--- src/rtl/core/lad_pkg.sv ---
// Shared types, constants and codes for the line area downscaler.
package lad_pkg;

    // Sample precision actually used out of the 16-bit sample field
    localparam int SAMPLE_BITS = 16;
    localparam int FIELD_W     = 16;
    localparam int RES_W       = 14;
    localparam int CARRY_W     = 15;
    localparam int PSUM_W      = 32;
    localparam int WT_W        = 17;
    localparam int PROD_W      = SAMPLE_BITS + 1 + WT_W;
    localparam int NUM_W       = ((PROD_W > PSUM_W) ? PROD_W : (PSUM_W + 1)) + 1;
    localparam int CNT_W       = (SAMPLE_BITS > 1) ? $clog2(SAMPLE_BITS) : 1;

    // Config port geometry
    localparam int ADDR_W      = 4;
    localparam int DATA_W      = 32;

    // Register indexes
    localparam logic [1:0] REG_SRC   = 2'd0;
    localparam logic [1:0] REG_TGT   = 2'd1;
    localparam logic [1:0] REG_WIDTH = 2'd2;

    // Reset values of the registers
    localparam logic [RES_W-1:0]   SRC_RESET   = RES_W'(600);
    localparam logic [RES_W-1:0]   TGT_RESET   = RES_W'(600);
    localparam logic [FIELD_W-1:0] WIDTH_RESET = '0;

    // Item function codes
    localparam logic [1:0] FUNC_NEXT   = 2'd0;
    localparam logic [1:0] FUNC_LINE   = 2'd1;
    localparam logic [1:0] FUNC_REPEAT = 2'd2;
    localparam logic [1:0] FUNC_NONE   = 2'd3;

    typedef enum logic [2:0] {
        S_IDLE,
        S_DECODE,
        S_ACCUM,
        S_MUL,
        S_DIV_INIT,
        S_DIV,
        S_PUSH,
        S_PUSH_ERR
    } t_lad_state;

    typedef struct packed {
        logic [RES_W-1:0]   src;
        logic [RES_W-1:0]   tgt;
        logic [FIELD_W-1:0] width;
    } t_lad_cfg;

    // Controller -> datapath
    typedef struct packed {
        logic latch_in;
        logic line_clear;
        logic take_sample;
        logic accum;
        logic split;
        logic mul;
        logic div_init;
        logic div_step;
        logic push_val;
        logic push_err;
    } t_lad_cmd;

    // Datapath -> controller
    typedef struct packed {
        logic ignore;
        logic err;
        logic skip;
        logic carry_lt;
        logic div_direct;
        logic out_free;
    } t_lad_sts;

endpackage

--- src/rtl/core/lad_if.sv ---
// Item channel interfaces: input items and result items.
interface lad_in_if;
    logic        valid;
    logic        ready;
    logic [1:0]  func;
    logic [15:0] sample;

    modport source (output valid, output func, output sample, input ready);
    modport sink   (input valid, input func, input sample, output ready);
endinterface

interface lad_out_if;
    logic        valid;
    logic        ready;
    logic [15:0] value;
    logic [15:0] position;
    logic        line_done;
    logic        error;

    modport source (output valid, output value, output position, output line_done,
                    output error, input ready);
    modport sink   (input valid, input value, input position, input line_done,
                    input error, output ready);
endinterface

--- src/rtl/core/lad_cfg_regs.sv ---
// APB-style configuration registers: resolutions and output width.
module lad_cfg_regs import lad_pkg::*; (
    input  logic              i_clk,
    input  logic              i_rst_n,
    input  logic              psel,
    input  logic              penable,
    input  logic              pwrite,
    input  logic [ADDR_W-1:0] paddr,
    input  logic [DATA_W-1:0] pwdata,
    output logic [DATA_W-1:0] prdata,
    output logic              pready,
    output t_lad_cfg          o_cfg
);

    logic [RES_W-1:0]   r_src;
    logic [RES_W-1:0]   r_tgt;
    logic [FIELD_W-1:0] r_width;
    logic [1:0]         reg_idx;
    logic               wr_en;

    assign reg_idx = paddr[3:2];
    assign wr_en   = psel && penable && pwrite;
    assign pready  = 1'b1;

    // Register writes on the access phase
    always_ff @(posedge i_clk) begin
        if (!i_rst_n) begin
            r_src   <= SRC_RESET;
            r_tgt   <= TGT_RESET;
            r_width <= WIDTH_RESET;
        end else if (wr_en) begin
            unique case (reg_idx)
                REG_SRC:   r_src   <= pwdata[RES_W-1:0];
                REG_TGT:   r_tgt   <= pwdata[RES_W-1:0];
                REG_WIDTH: r_width <= pwdata[FIELD_W-1:0];
                default: ;
            endcase
        end
    end

    // Read mux
    always_comb begin
        unique case (reg_idx)
            REG_SRC:   prdata = DATA_W'(r_src);
            REG_TGT:   prdata = DATA_W'(r_tgt);
            REG_WIDTH: prdata = DATA_W'(r_width);
            default:   prdata = '0;
        endcase
    end

    assign o_cfg = '{src: r_src, tgt: r_tgt, width: r_width};

endmodule

--- src/rtl/core/lad_ctrl.sv ---
// Sequencer: walks one item through decode, accumulate, multiply, divide and push.
module lad_ctrl import lad_pkg::*; (
    input  logic     i_clk,
    input  logic     i_rst_n,
    input  logic     i_in_valid,
    output logic     o_in_ready,
    input  t_lad_sts i_sts,
    output t_lad_cmd o_cmd
);

    t_lad_state       r_state;
    t_lad_state       n_state;
    logic [CNT_W-1:0] r_cnt;
    logic [CNT_W-1:0] n_cnt;
    logic             accept;

    assign o_in_ready = (r_state == S_IDLE);
    assign accept     = i_in_valid && o_in_ready;

    always_ff @(posedge i_clk) begin
        if (!i_rst_n) begin
            r_state <= S_IDLE;
            r_cnt   <= '0;
        end else begin
            r_state <= n_state;
            r_cnt   <= n_cnt;
        end
    end

    // Next state and commands
    always_comb begin
        n_state = r_state;
        n_cnt   = r_cnt;
        o_cmd   = '0;
        unique case (r_state)
            S_IDLE: begin
                if (accept) begin
                    o_cmd.latch_in = 1'b1;
                    n_state        = S_DECODE;
                end
            end
            S_DECODE: begin
                priority if (i_sts.ignore) begin
                    n_state = S_IDLE;
                end else if (i_sts.err) begin
                    n_state = S_PUSH_ERR;
                end else if (i_sts.skip) begin
                    o_cmd.line_clear = 1'b1;
                    n_state          = S_IDLE;
                end else begin
                    o_cmd.line_clear  = 1'b1;
                    o_cmd.take_sample = 1'b1;
                    n_state           = S_ACCUM;
                end
            end
            S_ACCUM: begin
                if (i_sts.carry_lt) begin
                    o_cmd.accum = 1'b1;
                    n_state     = S_IDLE;
                end else begin
                    o_cmd.split = 1'b1;
                    n_state     = S_MUL;
                end
            end
            S_MUL: begin
                o_cmd.mul = 1'b1;
                n_state   = S_DIV_INIT;
            end
            S_DIV_INIT: begin
                o_cmd.div_init = 1'b1;
                n_cnt          = '0;
                n_state        = i_sts.div_direct ? S_PUSH : S_DIV;
            end
            S_DIV: begin
                o_cmd.div_step = 1'b1;
                n_cnt          = r_cnt + 1'b1;
                if (r_cnt == CNT_W'(SAMPLE_BITS - 1)) begin
                    n_state = S_PUSH;
                end
            end
            S_PUSH: begin
                if (i_sts.out_free) begin
                    o_cmd.push_val = 1'b1;
                    n_state        = S_IDLE;
                end
            end
            S_PUSH_ERR: begin
                if (i_sts.out_free) begin
                    o_cmd.push_err = 1'b1;
                    n_state        = S_IDLE;
                end
            end
            default: n_state = S_IDLE;
        endcase
    end

    // Datapath commands other than line_clear and take_sample never overlap
    a_cmd_onehot: assert property (@(posedge i_clk) disable iff (!i_rst_n)
        $onehot0({o_cmd.latch_in, o_cmd.accum, o_cmd.split, o_cmd.mul, o_cmd.div_init,
                  o_cmd.div_step, o_cmd.push_val, o_cmd.push_err}))
        else $error("overlapping datapath commands");

    // An accepted item is decoded in the next cycle
    a_accept_decode: assert property (@(posedge i_clk) disable iff (!i_rst_n)
        accept |=> (r_state == S_DECODE))
        else $error("accepted item not decoded");

    // The divider runs exactly SAMPLE_BITS steps before pushing
    a_div_len: assert property (@(posedge i_clk) disable iff (!i_rst_n)
        (r_state == S_DIV && r_cnt == CNT_W'(SAMPLE_BITS - 1)) |=> (r_state == S_PUSH))
        else $error("divider step count wrong");

endmodule

--- src/rtl/core/lad_dpath.sv ---
// Datapath: line state, weighted accumulation, radix-2 divider and output register.
module lad_dpath import lad_pkg::*; (
    input  logic               i_clk,
    input  logic               i_rst_n,
    input  t_lad_cfg           i_cfg,
    input  t_lad_cmd           i_cmd,
    output t_lad_sts           o_sts,
    input  logic [1:0]         i_func,
    input  logic [FIELD_W-1:0] i_sample,
    input  logic               i_out_ready,
    output logic               o_out_valid,
    output logic [FIELD_W-1:0] o_value,
    output logic [FIELD_W-1:0] o_position,
    output logic               o_line_done,
    output logic               o_error
);

    // Captured item
    logic [1:0]             r_func;
    logic [SAMPLE_BITS-1:0] r_smp;

    // Line state
    logic [PSUM_W-1:0]      r_psum;
    logic [CARRY_W-1:0]     r_phase;
    logic [FIELD_W-1:0]     r_count;
    logic [SAMPLE_BITS-1:0] r_held;
    logic                   r_have;

    // Working registers
    logic [SAMPLE_BITS-1:0] r_s;
    logic [CARRY_W-1:0]     r_carry;
    logic [CARRY_W-1:0]     r_over;
    logic signed [WT_W-1:0] r_wt;
    logic signed [NUM_W-1:0] r_num;
    logic [RES_W-1:0]       r_rem;
    logic [SAMPLE_BITS-1:0] r_dq;

    // Output register
    logic                   r_out_valid;
    logic [FIELD_W-1:0]     r_out_value;
    logic [FIELD_W-1:0]     r_out_pos;
    logic                   r_out_done;
    logic                   r_out_err;

    logic                          cfg_bad;
    logic [SAMPLE_BITS-1:0]        sel_s;
    logic [CARRY_W-1:0]            base_phase;
    logic [CARRY_W-1:0]            next_carry;
    logic [CARRY_W-1:0]            over;
    logic [SAMPLE_BITS+RES_W-1:0]  prod_acc;
    logic [SAMPLE_BITS+CARRY_W-1:0] prod_over;
    logic signed [PROD_W-1:0]      prod_num;
    logic signed [NUM_W-1:0]       num;
    logic                          num_neg;
    logic                          num_sat;
    logic [RES_W:0]                rem_sh;
    logic                          q_bit;
    logic [RES_W:0]                rem_sub;
    logic                          push;

    // Status toward the sequencer
    assign cfg_bad = (i_cfg.src == '0) || (i_cfg.tgt == '0) || (i_cfg.tgt > i_cfg.src);
    assign num_neg = r_num[NUM_W-1];
    assign num_sat = r_num[NUM_W-2:0] >= (NUM_W-1)'({i_cfg.src, {SAMPLE_BITS{1'b0}}});

    always_comb begin
        o_sts.ignore     = (r_func == FUNC_NONE);
        o_sts.err        = cfg_bad || ((r_func == FUNC_REPEAT) && !r_have);
        o_sts.skip       = (r_func == FUNC_LINE) ? (i_cfg.width == '0)
                                                 : (r_count >= i_cfg.width);
        o_sts.carry_lt   = r_carry < CARRY_W'(i_cfg.src);
        o_sts.div_direct = num_neg || num_sat;
        o_sts.out_free   = !r_out_valid || i_out_ready;
    end

    // Sample select and carry advance
    assign sel_s      = (r_func == FUNC_REPEAT) ? r_held : r_smp;
    assign base_phase = (r_func == FUNC_LINE) ? '0 : r_phase;
    assign next_carry = base_phase + CARRY_W'(i_cfg.tgt);
    assign over       = r_carry - CARRY_W'(i_cfg.src);

    // Products
    assign prod_acc  = r_s * i_cfg.tgt;
    assign prod_over = r_s * r_over;
    assign prod_num  = $signed({1'b0, r_s}) * r_wt;
    assign num       = {{(NUM_W-PROD_W){prod_num[PROD_W-1]}}, prod_num}
                     + $signed({{(NUM_W-PSUM_W){1'b0}}, r_psum});

    // One restoring divide step
    assign rem_sh  = {r_rem, r_dq[SAMPLE_BITS-1]};
    assign rem_sub = rem_sh - {1'b0, i_cfg.src};
    assign q_bit   = rem_sh >= {1'b0, i_cfg.src};

    assign push = i_cmd.push_val || i_cmd.push_err;

    // Item capture and working registers
    always_ff @(posedge i_clk) begin
        if (i_cmd.latch_in) begin
            r_func <= i_func;
            r_smp  <= i_sample[SAMPLE_BITS-1:0];
        end
        if (i_cmd.take_sample) begin
            r_s     <= sel_s;
            r_carry <= next_carry;
        end
        if (i_cmd.split) begin
            r_over <= over;
            r_wt   <= $signed({{(WT_W-RES_W){1'b0}}, i_cfg.tgt})
                    - $signed({{(WT_W-CARRY_W){1'b0}}, over});
        end
        if (i_cmd.mul) begin
            r_num <= num;
        end
        if (i_cmd.div_init) begin
            priority if (num_neg) begin
                r_dq <= '0;
            end else if (num_sat) begin
                r_dq <= '1;
            end else begin
                r_rem <= r_num[SAMPLE_BITS+RES_W-1:SAMPLE_BITS];
                r_dq  <= r_num[SAMPLE_BITS-1:0];
            end
        end
        if (i_cmd.div_step) begin
            r_rem <= q_bit ? rem_sub[RES_W-1:0] : rem_sh[RES_W-1:0];
            r_dq  <= {r_dq[SAMPLE_BITS-2:0], q_bit};
        end
    end

    // Line state
    always_ff @(posedge i_clk) begin
        if (!i_rst_n) begin
            r_psum  <= '0;
            r_phase <= '0;
            r_count <= '0;
            r_held  <= '0;
            r_have  <= 1'b0;
        end else begin
            if (i_cmd.line_clear && (r_func == FUNC_LINE)) begin
                r_psum  <= '0;
                r_phase <= '0;
                r_count <= '0;
                r_have  <= 1'b0;
            end
            if (i_cmd.take_sample) begin
                r_held <= sel_s;
                r_have <= 1'b1;
            end
            if (i_cmd.accum) begin
                r_psum  <= r_psum + PSUM_W'(prod_acc);
                r_phase <= r_carry;
            end
            if (i_cmd.split) begin
                r_phase <= over;
            end
            if (i_cmd.mul) begin
                r_psum <= PSUM_W'(prod_over);
            end
            if (i_cmd.push_val) begin
                r_count <= r_count + 1'b1;
            end
        end
    end

    // Output register
    always_ff @(posedge i_clk) begin
        if (!i_rst_n) begin
            r_out_valid <= 1'b0;
        end else if (push) begin
            r_out_valid <= 1'b1;
        end else if (i_out_ready) begin
            r_out_valid <= 1'b0;
        end
    end

    always_ff @(posedge i_clk) begin
        if (i_cmd.push_val) begin
            r_out_value <= FIELD_W'(r_dq);
            r_out_pos   <= r_count;
            r_out_done  <= ({1'b0, r_count} + 1'b1) == {1'b0, i_cfg.width};
            r_out_err   <= 1'b0;
        end else if (i_cmd.push_err) begin
            r_out_value <= '0;
            r_out_pos   <= r_count;
            r_out_done  <= 1'b0;
            r_out_err   <= 1'b1;
        end
    end

    assign o_out_valid = r_out_valid;
    assign o_value     = r_out_value;
    assign o_position  = r_out_pos;
    assign o_line_done = r_out_done;
    assign o_error     = r_out_err;

    // Error results carry a zero value and never end a line
    a_err_clean: assert property (@(posedge i_clk) disable iff (!i_rst_n)
        (r_out_valid && r_out_err) |-> (r_out_value == '0 && !r_out_done))
        else $error("error result with payload");

    // A value is only pushed while the line still has room
    a_push_room: assert property (@(posedge i_clk) disable iff (!i_rst_n)
        i_cmd.push_val |-> (r_count < i_cfg.width))
        else $error("result pushed past output width");

    // A push only lands in a free output register
    a_push_free: assert property (@(posedge i_clk) disable iff (!i_rst_n)
        push |-> o_sts.out_free)
        else $error("push into occupied output register");

endmodule

--- src/rtl/core/line_area_downscale.sv ---
// Line area-averaging downscaler top level: config registers, sequencer and datapath.
//
// Area-averaging horizontal downscaler for one scan line. Items are taken one at a
// time. An item that yields no result passes through accept, decode and accumulate.
// An ignored or skipped item passes through accept and decode, and an error item
// through accept, decode and the error push. An item that closes an output sample
// also passes through multiply, divider setup, the radix-2 divider that retires one
// quotient bit per cycle over 16 steps, and push; the divider steps are skipped when
// the quotient saturates or is negative. A result or error item also waits in its
// push state for as long as the previous result still sits unread in the output
// register. A finished result sits in that register, so the next item is taken
// while the result waits to be read. Configuration is written over the APB port
// at byte addresses 0 (source resolution), 4 (target resolution) and 8 (output
// width); the user must write it only while the block is idle (not enforced).
module line_area_downscale import lad_pkg::*; (
    input  logic              i_clk,
    input  logic              i_rst_n,
    lad_in_if.sink            i_in,
    lad_out_if.source         o_out,
    input  logic              psel,
    input  logic              penable,
    input  logic              pwrite,
    input  logic [ADDR_W-1:0] paddr,
    input  logic [DATA_W-1:0] pwdata,
    output logic [DATA_W-1:0] prdata,
    output logic              pready
);

    t_lad_cfg cfg;
    t_lad_cmd cmd;
    t_lad_sts sts;

    lad_cfg_regs u_cfg (
        .i_clk   (i_clk),
        .i_rst_n (i_rst_n),
        .psel    (psel),
        .penable (penable),
        .pwrite  (pwrite),
        .paddr   (paddr),
        .pwdata  (pwdata),
        .prdata  (prdata),
        .pready  (pready),
        .o_cfg   (cfg)
    );

    lad_ctrl u_ctrl (
        .i_clk      (i_clk),
        .i_rst_n    (i_rst_n),
        .i_in_valid (i_in.valid),
        .o_in_ready (i_in.ready),
        .i_sts      (sts),
        .o_cmd      (cmd)
    );

    lad_dpath u_dpath (
        .i_clk       (i_clk),
        .i_rst_n     (i_rst_n),
        .i_cfg       (cfg),
        .i_cmd       (cmd),
        .o_sts       (sts),
        .i_func      (i_in.func),
        .i_sample    (i_in.sample),
        .i_out_ready (o_out.ready),
        .o_out_valid (o_out.valid),
        .o_value     (o_out.value),
        .o_position  (o_out.position),
        .o_line_done (o_out.line_done),
        .o_error     (o_out.error)
    );

endmodule

--- src/flat_wrapper.sv ---
// flat-port wrapper written by rule: the top's interface ports become plain ports
module line_area_downscale_flat import lad_pkg::*;
  (i_clk, i_rst_n, psel, penable, pwrite, paddr, pwdata, prdata, pready, i_in_valid, i_in_func, i_in_sample, i_in_ready, o_out_valid, o_out_value, o_out_position, o_out_line_done, o_out_error, o_out_ready);
  lad_in_if i_in_i ();
  lad_out_if o_out_i ();
  input  logic i_clk;
  input  logic i_rst_n;
  input  logic psel;
  input  logic penable;
  input  logic pwrite;
  input  logic [ADDR_W-1:0] paddr;
  input  logic [DATA_W-1:0] pwdata;
  output logic [DATA_W-1:0] prdata;
  output logic pready;
  input wire logic [$bits(i_in_i.valid)-1:0] i_in_valid;
  input wire logic [$bits(i_in_i.func)-1:0] i_in_func;
  input wire logic [$bits(i_in_i.sample)-1:0] i_in_sample;
  output wire logic [$bits(i_in_i.ready)-1:0] i_in_ready;
  output wire logic [$bits(o_out_i.valid)-1:0] o_out_valid;
  output wire logic [$bits(o_out_i.value)-1:0] o_out_value;
  output wire logic [$bits(o_out_i.position)-1:0] o_out_position;
  output wire logic [$bits(o_out_i.line_done)-1:0] o_out_line_done;
  output wire logic [$bits(o_out_i.error)-1:0] o_out_error;
  input wire logic [$bits(o_out_i.ready)-1:0] o_out_ready;
  assign i_in_i.valid = i_in_valid;
  assign i_in_i.func = i_in_func;
  assign i_in_i.sample = i_in_sample;
  assign i_in_ready = i_in_i.ready;
  assign o_out_valid = o_out_i.valid;
  assign o_out_value = o_out_i.value;
  assign o_out_position = o_out_i.position;
  assign o_out_line_done = o_out_i.line_done;
  assign o_out_error = o_out_i.error;
  assign o_out_i.ready = o_out_ready;
  line_area_downscale u_core (.i_clk(i_clk), .i_rst_n(i_rst_n), .i_in(i_in_i), .o_out(o_out_i), .psel(psel), .penable(penable), .pwrite(pwrite), .paddr(paddr), .pwdata(pwdata), .prdata(prdata), .pready(pready));
endmodule
--- config.mk ---
export PLATFORM = sky130hd
export DESIGN_NAME = line_area_downscale_flat
export DESIGN_NICKNAME = d
export VERILOG_FILES = /design/src/rtl/core/lad_pkg.sv /design/src/rtl/core/lad_if.sv /design/src/rtl/core/lad_cfg_regs.sv /design/src/rtl/core/lad_ctrl.sv /design/src/rtl/core/lad_dpath.sv /design/src/rtl/core/line_area_downscale.sv /design/src/flat_wrapper.sv
export SDC_FILE = /design/constraint.sdc
export NUM_CORES = 2
export LEC_CHECK = 0
export ABC_AREA = 0
export BUFFER_PORTS_ARGS = -buffer_cell sky130_fd_sc_hd__buf_2
export CAP_MARGIN = 20
export CORE_MARGIN = 5
export CORE_UTILIZATION = 50
export DETAILED_ROUTE_END_ITERATION = 7
export PLACE_DENSITY = 0.72
export SKIP_LAST_GASP = 1
export SYNTH_ARGS = -nofsm -noshare
export SYNTH_HDL_FRONTEND = slang
export SYNTH_HIERARCHICAL = 1
export SYNTH_SLANG_ARGS = --single-unit
--- constraint.sdc ---
create_clock -name i_clk -period 18.7 [get_ports i_clk]
set_input_delay 1.87 -clock i_clk [delete_from_list [all_inputs] [get_ports i_clk]]
set_output_delay 1.87 -clock i_clk [all_outputs]
set_load 0.05 [all_outputs]
==> flow_metrics.env <==
export IMPL_max_clock_path_buffers=3
export IMPL_numClockSinks=310
export IMPL_synth_edf_count=177
export IMPL_drt_total_wl_um=106500
export IMPL_worst_pin_slew_ns=1.119
export IMPL_finalSetupTns_ns=0
export IMPL_max_freq_mhz=134.5
export IMPL_clk_latency_ns=0.59
export IMPL_drt_iter0_drc=2271
export IMPL_cp_arrival_ns=7.89
export IMPL_num_rows=106
export IMPL_maxSlewHeadroom_pct=24.47
export IMPL_setup_violations=0
export IMPL_status="finished, final reports clean"
export IMPL_port_buffers=94
export IMPL_yosysSeqAreaShare_pct=18.78
export IMPL_timing_rr_start="u_core/u_dpath/r_s[8]$_DFFE_PP_"
export IMPL_gp_congestion=0.9087
export IMPL_drcViolationCount=0
export IMPL_die_h_um=301.4
export IMPL_p_int_uw=2743
export IMPL_avgViaCountPerCell=5.600
export IMPL_period_share_pct=39.77
export IMPL_power_share_clock_pct=12.2
export IMPL_clkSlewWorstSetupHoldPaths_ns=0.06
export IMPL_post_cts_buffers=0
export IMPL_root_buffer="clkbuf_16"
export IMPL_peakVddDrop_uv=166.7
export IMPL_avgSynthCellArea_um2=9.311
export IMPL_total_power_uw=5330
export IMPL_final_cell_mix="inv_1 (786), fa_1 (605), nand2_1 (505)"
export IMPL_cts_repair_resized=0
export IMPL_dieWidth_um=301.4
export IMPL_grt_pass1_vias=32700
export IMPL_critPathKind="flip-flop to flip-flop"
export IMPL_power_switching_uw=2587
export IMPL_worst_ep_required_time_ns=19.15
export IMPL_core_area_mm2=0.08395
export IMPL_worstHoldStart="u_core/u_dpath/o_error$_SDFFE_PP0P_"
export IMPL_grt_ovfl_total=0
export IMPL_startpoint="u_core/u_dpath/r_s[8]$_DFFE_PP_"
export IMPL_grt_max_degree=73
export IMPL_seq_power_share_pct=16.7
export IMPL_fin_nets=5600
export IMPL_yosysTopAreaCell="fa_1"
export IMPL_syn_inst=4561
export IMPL_rsz0062_at_grt="no"
export IMPL_synth_top_cell_area_share_pct=28.52
export IMPL_fill_cells=7634
export IMPL_final_common_cell="inv_1"
export IMPL_hp_class="flip-flop to flip-flop"
export IMPL_ys_types=89
export IMPL_drive_gt1_share_pct=5.299
export IMPL_ioPinCount=130
export IMPL_fin_crit_ns=7.437
export IMPL_hold_violations=0
export IMPL_crit_path_max_fanout=31
export IMPL_dp_cells=5622
export IMPL_yosysWarningCount=6
export IMPL_combPwrFrac_pct=71.1
export IMPL_antenna_cells=0
export IMPL_wire_per_inst_um=18.75
export IMPL_die_area_mm2=0.09087
export IMPL_async_flop_share_pct=0
export IMPL_synth_seq_cells=310
export IMPL_cts_hold_buf=0
export IMPL_p_leak_uw=0.02154
export IMPL_start_kind="flip-flop"
export IMPL_drtPass1Iterations=6
export IMPL_cts_buffers=31
export IMPL_end_kind="flip-flop"
export IMPL_power_density_mw_per_mm2=118.7
export IMPL_start_util_pct=50.59
export IMPL_clock_skew_ns=0.02125
export IMPL_dp_hpwl_um=81060
export IMPL_synthFlopType="edfxtp_1"
export IMPL_netlist_area_mm2=0.04247
export IMPL_power_switching_share_pct=48.53
export IMPL_antenna_found_initial=2
export IMPL_area_delta_synth_final_pct=5.707
export IMPL_vias=31820
export IMPL_finalMaxSlewViolations=0
export IMPL_grt_pass1_wl_um=173600
export IMPL_ant_nets=0
export IMPL_h_tree_depth=1
export IMPL_synth_area_leaders="fa_1 (29%), edfxtp_1 (13%), ha_1 (12%)"
export IMPL_final_cell_count_no_fill=5682
export IMPL_grt_usage_pct=23.68
export IMPL_cts_tree="yes"
export IMPL_cap_violations=0
==> power groups by stage <==
stage / registers (µW) / clock network, µW / logic [µW]
floorplan: 876 / 0 / 2870
global placement: 902 / 0 / 3750
detailed placement: 903 / 0 / 3800
CTS: 889 / 659 / 3820
global route: 893 / 687 / 4280
finish: 890 / 648 / 3790
==> cells in the mapped netlist, types with 83 or more instances <==
cell      number
inv_1        787
a21oi_1      136
edfxtp_1     177
nor2_1       154
dfxtp_1      133
mux2i_1       88
clkbuf_1     197
and2_1       408
nand2_1      505
o21ai_0      100
xnor2_1       83
fa_1         605
ha_1         411
==> final timing paths <==
path / endpoint / slack, ns / cells past startpoint
setup / recovery: u_core/u_dpath/r_psum[26]$_SDFFE_PN0P_ / 11.26 / 20
hold / removal: u_core/u_dpath/o_error$_SDFFE_PP0P_ / 0.48 / 2
setup reg to reg: u_core/u_dpath/r_psum[26]$_SDFFE_PN0P_ / 11.26 / 20
hold reg to reg: u_core/u_dpath/o_error$_SDFFE_PP0P_ / 0.48 / 2
==> flip-flops by register name (all words and copies together), names as in the netlist, 15 cells and up <==
| name | cells |
|---|---|
| u_core/u_dpath/r_num | 34 |
| u_core/u_dpath/r_psum | 32 |
| u_core/u_cfg/r_width | 16 |
| u_core/u_dpath/o_position | 16 |
| u_core/u_dpath/o_value | 16 |
| u_core/u_dpath/r_count | 16 |
| u_core/u_dpath/r_dq | 16 |
| u_core/u_dpath/r_held | 16 |
| u_core/u_dpath/r_s | 16 |
| u_core/u_dpath/r_smp | 16 |
| u_core/u_dpath/r_wt | 16 |
| u_core/u_dpath/r_carry | 15 |
| u_core/u_dpath/r_over | 15 |
| u_core/u_dpath/r_phase | 15 |
==> area by class of cell <==
type / count / area [µm²] / share of cell area, %
Inverter: 789 / 2962 / 6.597
Sequential cell: 310 / 7978 / 17.77
Multi-Input combinational cell: 3245 / 30630 / 68.23
Clock inverter: 15 / 186.4 / 0.4153
Tap cell: 1134 / 1419 / 3.161
Timing Repair Buffer: 146 / 865.8 / 1.929
Clock buffer: 43 / 852.1 / 1.898
==> critical path: stages, from the launching register on <==
cell       delay (ns)
edfxtp_1         0.87
buf_4            0.49
nand2_1          0.15
fa_1             0.54
fa_1             0.52
inv_1            0.06
fa_1             0.55
fa_1             0.44
fa_1             0.56
inv_1            0.06
fa_1             0.54
inv_1            0.05
ha_1             0.41
and3_1           0.21
a221oi_1         0.51
nor3_1           0.09
a211oi_1         0.40
a21oi_1          0.22
or2_2            0.31
a32oi_1          0.20
o2bb2ai_1        0.07
==> through the flow <==
step / utilization [%] / hold WS, ns / setup slack [ns] / area [µm²]
after global placement: 52.21 / 0.4555 / 11.45 / 43830
final: 53.47 / 0.4805 / 11.26 / 44890
after CTS: 53.45 / 0.4821 / 11.31 / 44870
after global routing: 53.47 / 0.5146 / 10.92 / 44890
after floorplan: - / 0.4333 / 12.47 / 42530
after detailed placement: 52.21 / 0.4653 / 11.33 / 43830
==> layer usage <==
metal	GRT usage, %	routed length [µm]
met1	31.95	45130
met2	39.55	49820
met3	4.046	7902
met4	6.881	3687
met5	0	0
==> cell families (layout without fill, tap and decap cells) <==
kind of cell,Yosys count,in the layout,share of synthesized area (%)
and+or+nand+nor,1387,1387,16.50
buffers and inverters,1021,993,9.330
adders and majority gates,1016,1016,40.63
AOI/OAI and AO/OA,585,585,9.407
DFF,310,310,18.78
xor gates and xnor gates,131,131,2.702
muxes,109,109,2.631
other,2,17,0.01768
(Power assumes the default switching activity.)
